--- src/sv/cnps_pkg.sv ---
// ----------------------------------------------------------------------------
// cnps_pkg
// Types, constants and helper functions for the nearest palette slot block.
// ----------------------------------------------------------------------------
package cnps_pkg;

   localparam int RGB_W        = 24;
   localparam int CHAN_W       = 8;
   localparam int SLOT_W       = 3;
   localparam int PALETTE_SIZE = 8;
   localparam int CSR_INDEX_W  = 4;
   localparam int SQ_W         = 2 * CHAN_W;
   localparam int DIST_W       = SQ_W + 2;
   localparam int HASH_WORD_W  = 32;

   localparam logic [HASH_WORD_W-1:0] HASH_MULT = 32'd2654435761;

   // One cache word: valid flag, cached slot and the color it answers for.
   typedef struct packed {
      logic              valid;
      logic [SLOT_W-1:0] slot;
      logic [RGB_W-1:0]  color;
   } entry_type;

   localparam int ENTRY_W = $bits(entry_type);

   // Squared distance of one 8-bit channel.
   function automatic logic [SQ_W-1:0] chan_sq(input logic [CHAN_W-1:0] a,
                                               input logic [CHAN_W-1:0] b);
      logic [CHAN_W-1:0] d;
      d = (a > b) ? (a - b) : (b - a);
      return SQ_W'(d) * SQ_W'(d);
   endfunction

   // Unweighted squared RGB distance between two packed colors.
   function automatic logic [DIST_W-1:0] rgb_dist(input logic [RGB_W-1:0] a,
                                                  input logic [RGB_W-1:0] b);
      logic [DIST_W-1:0] s;
      s = DIST_W'(chan_sq(a[23:16], b[23:16])) +
          DIST_W'(chan_sq(a[15:8], b[15:8])) +
          DIST_W'(chan_sq(a[7:0], b[7:0]));
      return s;
   endfunction

endpackage

--- src/sv/cached_nearest_palette_slot.sv ---
// ----------------------------------------------------------------------------
// cached_nearest_palette_slot
// Maps a 24-bit RGB color to the nearest of eight palette slots, with a
// direct-mapped answer cache in front of the search.
// ----------------------------------------------------------------------------
// One color is in flight at a time and req_tready is low until its answer
// sits in the output register. A cache hit steps from the input transfer
// through hash, cache read, tag check and result load; a miss adds a search,
// because one shared distance unit scores the eight palette slots one per
// cycle. Right after reset, and after any palette register write that
// changes its value, the block sweeps the cache and clears every entry
// (2**CACHE_INDEX_BITS, 64 by default), one per cycle; no color is taken
// during the sweep, but register writes are. Nearness is plain squared RGB
// distance and the lowest slot wins a tie. The cache bucket is the top
// CACHE_INDEX_BITS bits of the low 32 bits of color * 2654435761.
// ----------------------------------------------------------------------------
module cached_nearest_palette_slot #(
   parameter int CACHE_INDEX_BITS = 6
) (
   input  logic                              clock,
   input  logic                              reset,
   // Configuration write port
   input  logic                              csr_wr_en,
   input  logic [cnps_pkg::CSR_INDEX_W-1:0]  csr_index,
   input  logic [cnps_pkg::RGB_W-1:0]        csr_wdata,
   // Color input
   input  logic                              req_tvalid,
   output logic                              req_tready,
   input  logic [23:0]                       req_tdata,   // [23:0] color_rgb
   // Slot output
   output logic                              rsp_tvalid,
   input  logic                              rsp_tready,
   output logic [7:0]                        rsp_tdata,   // [2:0] slot_index
   output logic                              rsp_tuser    // [0] cache_hit
);

   localparam int CACHE_DEPTH = 2 ** CACHE_INDEX_BITS;
   localparam int SLOT_W      = cnps_pkg::SLOT_W;
   localparam int RGB_W       = cnps_pkg::RGB_W;

   typedef enum logic [2:0] {
      ST_CLEAR,
      ST_IDLE,
      ST_HASH,
      ST_READ,
      ST_CHECK,
      ST_SEARCH,
      ST_OUT
   } state_type;

   state_type                        state_ff;
   logic [CACHE_INDEX_BITS-1:0]      clear_cnt_ff;
   logic [RGB_W-1:0]                 palette_ff [cnps_pkg::PALETTE_SIZE];
   logic [RGB_W-1:0]                 color_ff;
   logic [CACHE_INDEX_BITS-1:0]      bucket_ff;
   logic [SLOT_W-1:0]                search_cnt_ff;
   logic [SLOT_W-1:0]                best_slot_ff;
   logic [cnps_pkg::DIST_W-1:0]      best_dist_ff;
   logic [SLOT_W-1:0]                result_slot_ff;
   logic                             result_hit_ff;
   logic                             rsp_tvalid_ff;
   logic [SLOT_W-1:0]                rsp_slot_ff;
   logic                             rsp_hit_ff;

   logic                             cfg_change;
   logic [cnps_pkg::HASH_WORD_W-1:0] hash_prod;
   logic [cnps_pkg::DIST_W-1:0]      cur_dist;
   logic                             take_cur;
   logic [SLOT_W-1:0]                final_slot;
   logic                             out_free;

   logic                             ram_wr_en;
   logic [CACHE_INDEX_BITS-1:0]      ram_wr_addr;
   cnps_pkg::entry_type              ram_wr_data;
   cnps_pkg::entry_type              ram_rd_data;

   // A write beyond the last palette register is dropped; rewriting the same
   // value leaves the cache alone.
   assign cfg_change = csr_wr_en &&
                       (csr_index < cnps_pkg::CSR_INDEX_W'(cnps_pkg::PALETTE_SIZE)) &&
                       (palette_ff[csr_index[SLOT_W-1:0]] != csr_wdata);

   assign hash_prod = {{(cnps_pkg::HASH_WORD_W - RGB_W){1'b0}}, color_ff} *
                      cnps_pkg::HASH_MULT;

   // Shared distance unit, stepped over the palette by search_cnt_ff.
   assign cur_dist   = cnps_pkg::rgb_dist(color_ff, palette_ff[search_cnt_ff]);
   assign take_cur   = (search_cnt_ff == '0) || (cur_dist < best_dist_ff);
   assign final_slot = take_cur ? search_cnt_ff : best_slot_ff;
   assign out_free   = !rsp_tvalid_ff || rsp_tready;

   always_comb begin
      ram_wr_en   = 1'b0;
      ram_wr_addr = bucket_ff;
      ram_wr_data = '{valid: 1'b1, slot: final_slot, color: color_ff};
      if (state_ff == ST_CLEAR) begin
         ram_wr_en   = 1'b1;
         ram_wr_addr = clear_cnt_ff;
         ram_wr_data = '0;
      end else if (state_ff == ST_SEARCH &&
                   search_cnt_ff == SLOT_W'(cnps_pkg::PALETTE_SIZE - 1)) begin
         ram_wr_en = 1'b1;
      end
   end

   cnps_ram #(
      .WIDTH (cnps_pkg::ENTRY_W),
      .DEPTH (CACHE_DEPTH)
   ) u_cache (
      .clock   (clock),
      .wr_en   (ram_wr_en),
      .wr_addr (ram_wr_addr),
      .wr_data (ram_wr_data),
      .rd_en   (state_ff == ST_READ),
      .rd_addr (bucket_ff),
      .rd_data (ram_rd_data)
   );

   always_ff @(posedge clock) begin
      if (reset) begin
         state_ff      <= ST_CLEAR;
         clear_cnt_ff  <= '0;
         rsp_tvalid_ff <= 1'b0;
         for (int i = 0; i < cnps_pkg::PALETTE_SIZE; i++) begin
            palette_ff[i] <= '0;
         end
      end else begin
         if (rsp_tvalid_ff && rsp_tready) begin
            rsp_tvalid_ff <= 1'b0;
         end

         case (state_ff)
            ST_CLEAR: begin
               clear_cnt_ff <= clear_cnt_ff + 1'b1;
               if (clear_cnt_ff == CACHE_INDEX_BITS'(CACHE_DEPTH - 1)) begin
                  state_ff <= ST_IDLE;
               end
            end
            ST_IDLE: begin
               if (req_tvalid) begin
                  color_ff <= req_tdata;
                  state_ff <= ST_HASH;
               end
            end
            ST_HASH: begin
               bucket_ff <= hash_prod[cnps_pkg::HASH_WORD_W-1 -: CACHE_INDEX_BITS];
               state_ff  <= ST_READ;
            end
            ST_READ: begin
               state_ff <= ST_CHECK;
            end
            ST_CHECK: begin
               search_cnt_ff <= '0;
               if (ram_rd_data.valid && ram_rd_data.color == color_ff) begin
                  result_slot_ff <= ram_rd_data.slot;
                  result_hit_ff  <= 1'b1;
                  state_ff       <= ST_OUT;
               end else begin
                  state_ff <= ST_SEARCH;
               end
            end
            ST_SEARCH: begin
               if (take_cur) begin
                  best_slot_ff <= search_cnt_ff;
                  best_dist_ff <= cur_dist;
               end
               search_cnt_ff <= search_cnt_ff + 1'b1;
               if (search_cnt_ff == SLOT_W'(cnps_pkg::PALETTE_SIZE - 1)) begin
                  result_slot_ff <= final_slot;
                  result_hit_ff  <= 1'b0;
                  state_ff       <= ST_OUT;
               end
            end
            ST_OUT: begin
               if (out_free) begin
                  rsp_tvalid_ff <= 1'b1;
                  rsp_slot_ff   <= result_slot_ff;
                  rsp_hit_ff    <= result_hit_ff;
                  state_ff      <= ST_IDLE;
               end
            end
            default: begin
               state_ff <= ST_CLEAR;
            end
         endcase

         // A changed palette invalidates every cached answer. Writes must only
         // come with no color in flight; the block itself does not enforce it.
         if (cfg_change) begin
            palette_ff[csr_index[SLOT_W-1:0]] <= csr_wdata;
            state_ff                          <= ST_CLEAR;
            clear_cnt_ff                      <= '0;
         end
      end
   end

   assign req_tready = (state_ff == ST_IDLE);
   assign rsp_tvalid = rsp_tvalid_ff;
   assign rsp_tdata  = {{(8 - SLOT_W){1'b0}}, rsp_slot_ff};
   assign rsp_tuser  = rsp_hit_ff;

endmodule

--- src/sv/cnps_ram.sv ---
// ----------------------------------------------------------------------------
// cnps_ram
// Generic single-write, single-read RAM with a registered read port.
// ----------------------------------------------------------------------------
module cnps_ram #(
   parameter int WIDTH = 8,
   parameter int DEPTH = 64
) (
   input  logic                     clock,
   input  logic                     wr_en,
   input  logic [$clog2(DEPTH)-1:0] wr_addr,
   input  logic [WIDTH-1:0]         wr_data,
   input  logic                     rd_en,
   input  logic [$clog2(DEPTH)-1:0] rd_addr,
   output logic [WIDTH-1:0]         rd_data
);

   logic [WIDTH-1:0] mem_ff [DEPTH];
   logic [WIDTH-1:0] rd_data_ff;

   always_ff @(posedge clock) begin
      if (wr_en) begin
         mem_ff[wr_addr] <= wr_data;
      end
      if (rd_en) begin
         rd_data_ff <= mem_ff[rd_addr];
      end
   end

   assign rd_data = rd_data_ff;

endmodule
--- config.mk ---
export PLATFORM = sky130hd
export DESIGN_NAME = cached_nearest_palette_slot
export DESIGN_NICKNAME = d
export VERILOG_FILES = /design/src/sv/cnps_pkg.sv /design/src/sv/cached_nearest_palette_slot.sv /design/src/sv/cnps_ram.sv
export SDC_FILE = /design/constraint.sdc
export NUM_CORES = 2
export LEC_CHECK = 0
export BUFFER_PORTS_ARGS = -buffer_cell sky130_fd_sc_hd__buf_2
export CAP_MARGIN = 5
export CORE_MARGIN = 2
export CORE_UTILIZATION = 62
export DETAILED_ROUTE_END_ITERATION = 8
export PLACE_DENSITY = 0.81
export SETUP_SLACK_MARGIN = 0.5
export SKIP_CTS_REPAIR_TIMING = 1
export SLEW_MARGIN = 0
export SYNTH_ARGS = -nofsm -noshare
export SYNTH_HDL_FRONTEND = slang
export SYNTH_SLANG_ARGS = --single-unit
export TNS_END_PERCENT = 10
--- constraint.sdc ---
create_clock -name clock -period 16.49 [get_ports clock]
set_input_delay 1.649 -clock clock [delete_from_list [all_inputs] [get_ports clock]]
set_output_delay 1.649 -clock clock [all_outputs]
set_load 0.01 [all_outputs]
==> After elaboration in Yosys (flattened, before gate mapping) <==
Memory sizes are Yosys's and may differ from the RTL's. A register that Yosys moved wholly into a read port is not among the register bits.
Cells that the tools add are included.
{ "classes": {"magnitude_cmp": 5, "n_addsub": 10, "n_mux": 35, "bitwise_logic": 1, "eq_ne": 15, "mul": 4, "n_reduce_logical": 21} }
{ "ops": {"columns": ["cell", "count"], "rows": [
  ["multiplier 8 x 8 -> 16 bit", 3],
  ["subtractor 8 bit", 6],
  ["multiplier 24 x 32 -> 32 bit (second input constant)", 1],
  ["two-way mux 28 bit", 1],
  ["two-way mux 3 bit", 9],
  ["== test 24 bit", 1],
  ["> comparator 8 bit", 3],
  ["two-way mux 24 bit", 1],
  ["two-way mux 8 bit", 3],
  ["!= test 24 bit", 1],
  ["OR reduction 24 bit", 1],
  ["one-hot mux 3 bit (7 select lines)", 1],
  ["adder 17 x 16 -> 18 bit", 1],
  ["< comparator 18 bit", 1],
  ["adder 16 x 16 -> 17 bit", 1],
  ["two-way mux 1 bit", 15],
  ["== test 3 bit (second input constant)", 4],
  ["one-hot mux 3 bit (2 select lines)", 2],
  ["AND reduction 3 bit", 3],
  ["AND reduction 4 bit", 2],
  ["adder 6 x 1 -> 6 bit (second input constant)", 1],
  ["== test 3 x 2 -> 1 bit (second input constant)", 2],
  ["== test 6 bit (second input constant)", 1],
  ["logical NOT 3 bit", 2],
  ["15 further kinds", 25]
]} }
{ "totals": {"ramBits": 1984, "ff_bits": 72, "inputBits": 57, "memories": 2} }
{ "mem_list": {"columns": ["name", "depth", "width", "read_ports", "rd_clocked_by_memory_dff", "write_ports", "line_no", "source"], "rows": [
  ["u_cache.mem_ff", 64, 28, 1, 1, 1, "cnps_ram.sv:18", "logic [WIDTH-1:0] mem_ff [DEPTH];"],
  ["palette_ff", 8, 24, 2, 1, 8, "cached_nearest_palette_slot.sv:53", "logic [RGB_W-1:0] palette_ff [cnps_pkg::PALETTE_SIZE];"]
]} }

==> Logic depth before layout (Yosys ltp) <==
{ "depth": {"depth_word": 10, "depth_mapped": 48, "mapped_depth_nobuf": 45} }

==> Modules after synthesis <==
From an unflattened synthesis, not the netlist that was laid out.
{ "unflattened": {"cells_unflattened": 5711, "hier_area_um2": 97808.8} }
{ "by_module_without_submodules": {"columns": ["mod", "cells_per_inst", "area_per_inst_um2", "seq_area_each_um2", "n_inst"], "rows": [
  ["cnps_ram", 3105, 69469.1, 54652.4, 1],
  ["cached_nearest_palette_slot", 2606, 28339.7, 7887.6, 1]
]} }

==> Least setup slack after synthesis <==
Ideal clock, no wire load.
{ "synth_path": {"path_kind": "register to register", "startpoint": "register (tool-made name)", "endpoint": "memory u_cache.mem_ff[0][24] in the netlist's numbering (data pin)", "required_ns": 15.991, "path_stages_with_launch": 44, "synth_period_minus_slack_ns": 13.478, "setup_time_ns": 0.499, "arrival_time_ns": 12.979, "setup_slack_ns": 3.012, "n_path_buf": 5, "cell_sequence": "dfxtp_1 buf_1 buf_1 mux4_2 mux2i_1 inv_1 ha_1 clkbuf_1 nand2_1 o211ai_1 a31oi_1 or2_2 clkbuf_1 o311ai_0 o21ai_0 xor2_1 clkbuf_1 nand2b_1 [8 not listed] fa_1 inv_1 ha_1 a21oi_1 o21bai_1 a31o_2 a41oi_1 a211oi_1 and4b_1 or4_1 ha_1 a21o_1 a21oi_1 o21ai_0 a31oi_1 a21oi_1 mux2i_1 nor2_1"} }
{ "synth_rtl": {"columns": ["element", "line_no"], "rows": [
  ["to (decl)", "cnps_ram.sv:18"]
]} }

==> metrics <==
Yosys cell types between 70 and 80; fillers about 9,300; Die Area 160,000 µm²; yosys warns 0; CTS Buf Count ~200; Setup CP Type reg -> reg; Clock transition at path regs 0.08 ns; sequential fraction of the synthesis area 64.4%; non-filler instance count after layout 7,713; hold wc startpoint result_slot_ff[1]; count of final hold-check violations 0; Syn Inst Count ~5,300; row cnt 145; pwr dens 174 nW/µm²; Crit. End Element register; Vias/cell between 6 and 7; Startpoint Class register; slowest stage delay, CP 1.01 ns; Fin Clk Skew 0.109 ns; Final setup viols 0; pins over their slew limit 0; Netlist Area Pre-Place 97,100 µm²; Clock Sinks about 2,100; worst hold path type reg -> reg; Slowest cell on crit path dfxtp_4; Placed Instances roughly 7,300; status finished clean; Power Total around 19 mW; Global Route Usage Sum 34.9%; placed cell area 101,000 µm²; Initial Utilization 62.3%; first-pass GRT wire length 390,000 µm; clk root buf clkbuf_16; initial antenna violation count 24; Highest Clock Rate about 72 MHz; final WL about 270,000 µm; cell mode on critical path fa_1; Layout Area Growth over Synthesis 11.0%; pin slew with the least headroom to its limit 1.31 ns; leak pwr 38.8 nW; max_cap viols 0; Max VDD drop 0.00104 V; post-detailed-route count of antenna-violating nets 0; DR vias 52,924; Die X 400 µm; RSZ-0062 raised after global routing no; Final Cycle Share 84.5%; #FFs+latches synth 2,087; syn avg cell area 18.4 µm²; Die Height ~400 µm; maximum number of pins on one net before global-route repair about 110; drt first pass iters 6; PortBufs 62; grt ovf 0; drt initial violations 7,836; Worst Path Required 17.05 ns; DR WL/cell 35.2 µm; nets@finish slightly above 6,000; crit-path max FO 64; CTS max path bufs 3; Slew headroom 12.7%; DRC 0; Core ar. 156,000 µm²; depth of the CTS H-tree 4; Design Area, Final approximately 110,000 µm²; I/O pin total 68; Post-DP HPWL 154,000 µm; Util after Layout 69.1%; Main synth FF type edfxtp_1; proportion of layout cells with a drive suffix above 1 23.3%; Tmin final 13.93 ns; Post-synth EDFFs just over 2,000; routability cong. about 0.94; CTS tree built; asr flop ratio synth 0%; critical path arrival 14.48 ns; worst skew pair latency between 0.8 and 0.9 ns; vias in the first global route 54,810; total negative slack 0 ns
[area by class of cell]
type / instances / area (µm²) / area share (%)
flip-flops and latches: 2087 / 62500 / 58.0
multi-input cells: 2430 / 32400 / 30.0
clock buffers: 244 / 5190 / 4.82
well taps: 2058 / 2570 / 2.39
inverters: 541 / 2030 / 1.88
repair buffers: 219 / 1560 / 1.45
clock inverters: 127 / 1470 / 1.37
diodes: 7 / 17.5 / 0.0163
[layer usage]
metal / up-vias / wire (µm) / part of all wire (%) / track usage [%]
li1: 20740 / - / - / -
met2: 3957 / 132000 / 49 / 55.6
met5: - / 219 / 0.081 / 0
met1: 27331 / 91300 / 34 / 44.7
met4: 34 / 17800 / 6.5 / 19.3
met3: 862 / 30300 / 11 / 8.41
[power by group]
| group | internal (mW) | leakage [nW] | total (mW) | switching (mW) |
|---|---|---|---|---|
| combinational | 3.38 | 15.0 | 7.84 | 4.46 |
| clock | 2.63 | 3.23 | 4.71 | 2.08 |
| sequential | 6.12 | 20.5 | 6.14 | 0.0230 |
[placed cells by master, fill, tap and decap left out, drive strengths merged, types with 9 or more instances in the layout]
| cell type | count |
|---|---|
| nor2 | 375 |
| o21bai | 12 |
| nand2 | 137 |
| a21oi | 57 |
| clkbuf | 244 |
| nor2b | 20 |
| nor3 | 30 |
| edfxtp | 2074 |
| or2 | 11 |
| xor2 | 35 |
| nand3b | 9 |
| a21o | 23 |
| o22ai | 9 |
| xnor2 | 77 |
| and3 | 14 |
| or3 | 14 |
| bufinv | 24 |
| dfxtp | 13 |
| fa | 322 |
| o21ai | 46 |
| mux2 | 16 |
| mux2i | 62 |
| nand2b | 24 |
| inv | 544 |
| mux4 | 664 |
| a221oi | 9 |
| clkinv | 96 |
| ha | 282 |
| nand4 | 20 |
| buf | 219 |
| nand3 | 32 |
| nor4 | 12 |
[cell usage after synthesis, drive strengths merged, types with 11 or more instances]
master,count,area [µm²]
mux2,16,180
nor2,375,1410
edfxtp,2074,62300
ha,282,3530
nor3,30,150
nor4,12,75.1
inv,539,2020
nand2b,24,150
nand3,32,160
o21bai,12,90.1
mux4,664,15000
or3,14,87.6
mux2i,62,621
a21o,23,173
o21ai,46,230
buf,104,519
dfxtp,13,260
nand2,137,514
fa,322,6450
xor2,35,307
and3,14,87.6
or2,11,68.8
a21oi,57,285
clkbuf,120,450
xnor2,77,674
nand4,20,125
nor2b,20,125
[path summary, 6_finish.rpt]
check                                               to  slack [ns]  cells past startpoint
worst max-delay path            u_cache.mem_ff[48][25]        2.56                     41
worst min-delay path                    rsp_slot_ff[1]        0.42                      0
worst max register to register  u_cache.mem_ff[48][25]        2.56                     41
worst min register to register          rsp_slot_ff[1]        0.42                      0
[state kept, by name, indices dropped and copies added (netlist names), 6 cells and up, named ones only]
signal / flops
best_dist_ff: 18
bucket_ff: 6
clear_cnt_ff: 6
color_ff: 24
palette_ff: 192
u_cache.mem_ff: 1792
u_cache.rd_data: 28
[cells by family (layout without fill, tap and decap cells)]
kind of cell / Yosys count / after routing / share of synthesized area (%)
flops: 2087 / 2087 / 64.4
buf+inv: 765 / 1131 / 3.09
mux: 742 / 742 / 16.2
simple gates: 733 / 733 / 3.40
fa+ha+maj: 604 / 604 / 10.3
compound gates: 234 / 234 / 1.60
xor+xnor: 112 / 112 / 1.01
other cells: 1 / 12 / 0.00386
[worst max-delay path: cells and delay by family, from the launching register on]
family,cells,cell delay (ns)
AO/OA/AOI/OAI,15,3.68
XOR/XNOR,1,0.78
adder cells (fa/ha/maj),11,4.55
buffers and inverters,6,0.83
flip-flops,1,1.01
multiplexers,3,1.15
AND/OR/NAND/NOR,5,1.56
[metrics by stage]
stage,setup WS (ns),hold WS [ns]
5_1_grt,1.79,0.425
4_1_cts,2.08,0.417
2_1_floorplan,3.01,0.400
3_3_place_gp,2.47,0.405
6_report,2.56,0.423
3_5_place_dp,2.15,0.406
(Power assumes the default switching activity.)
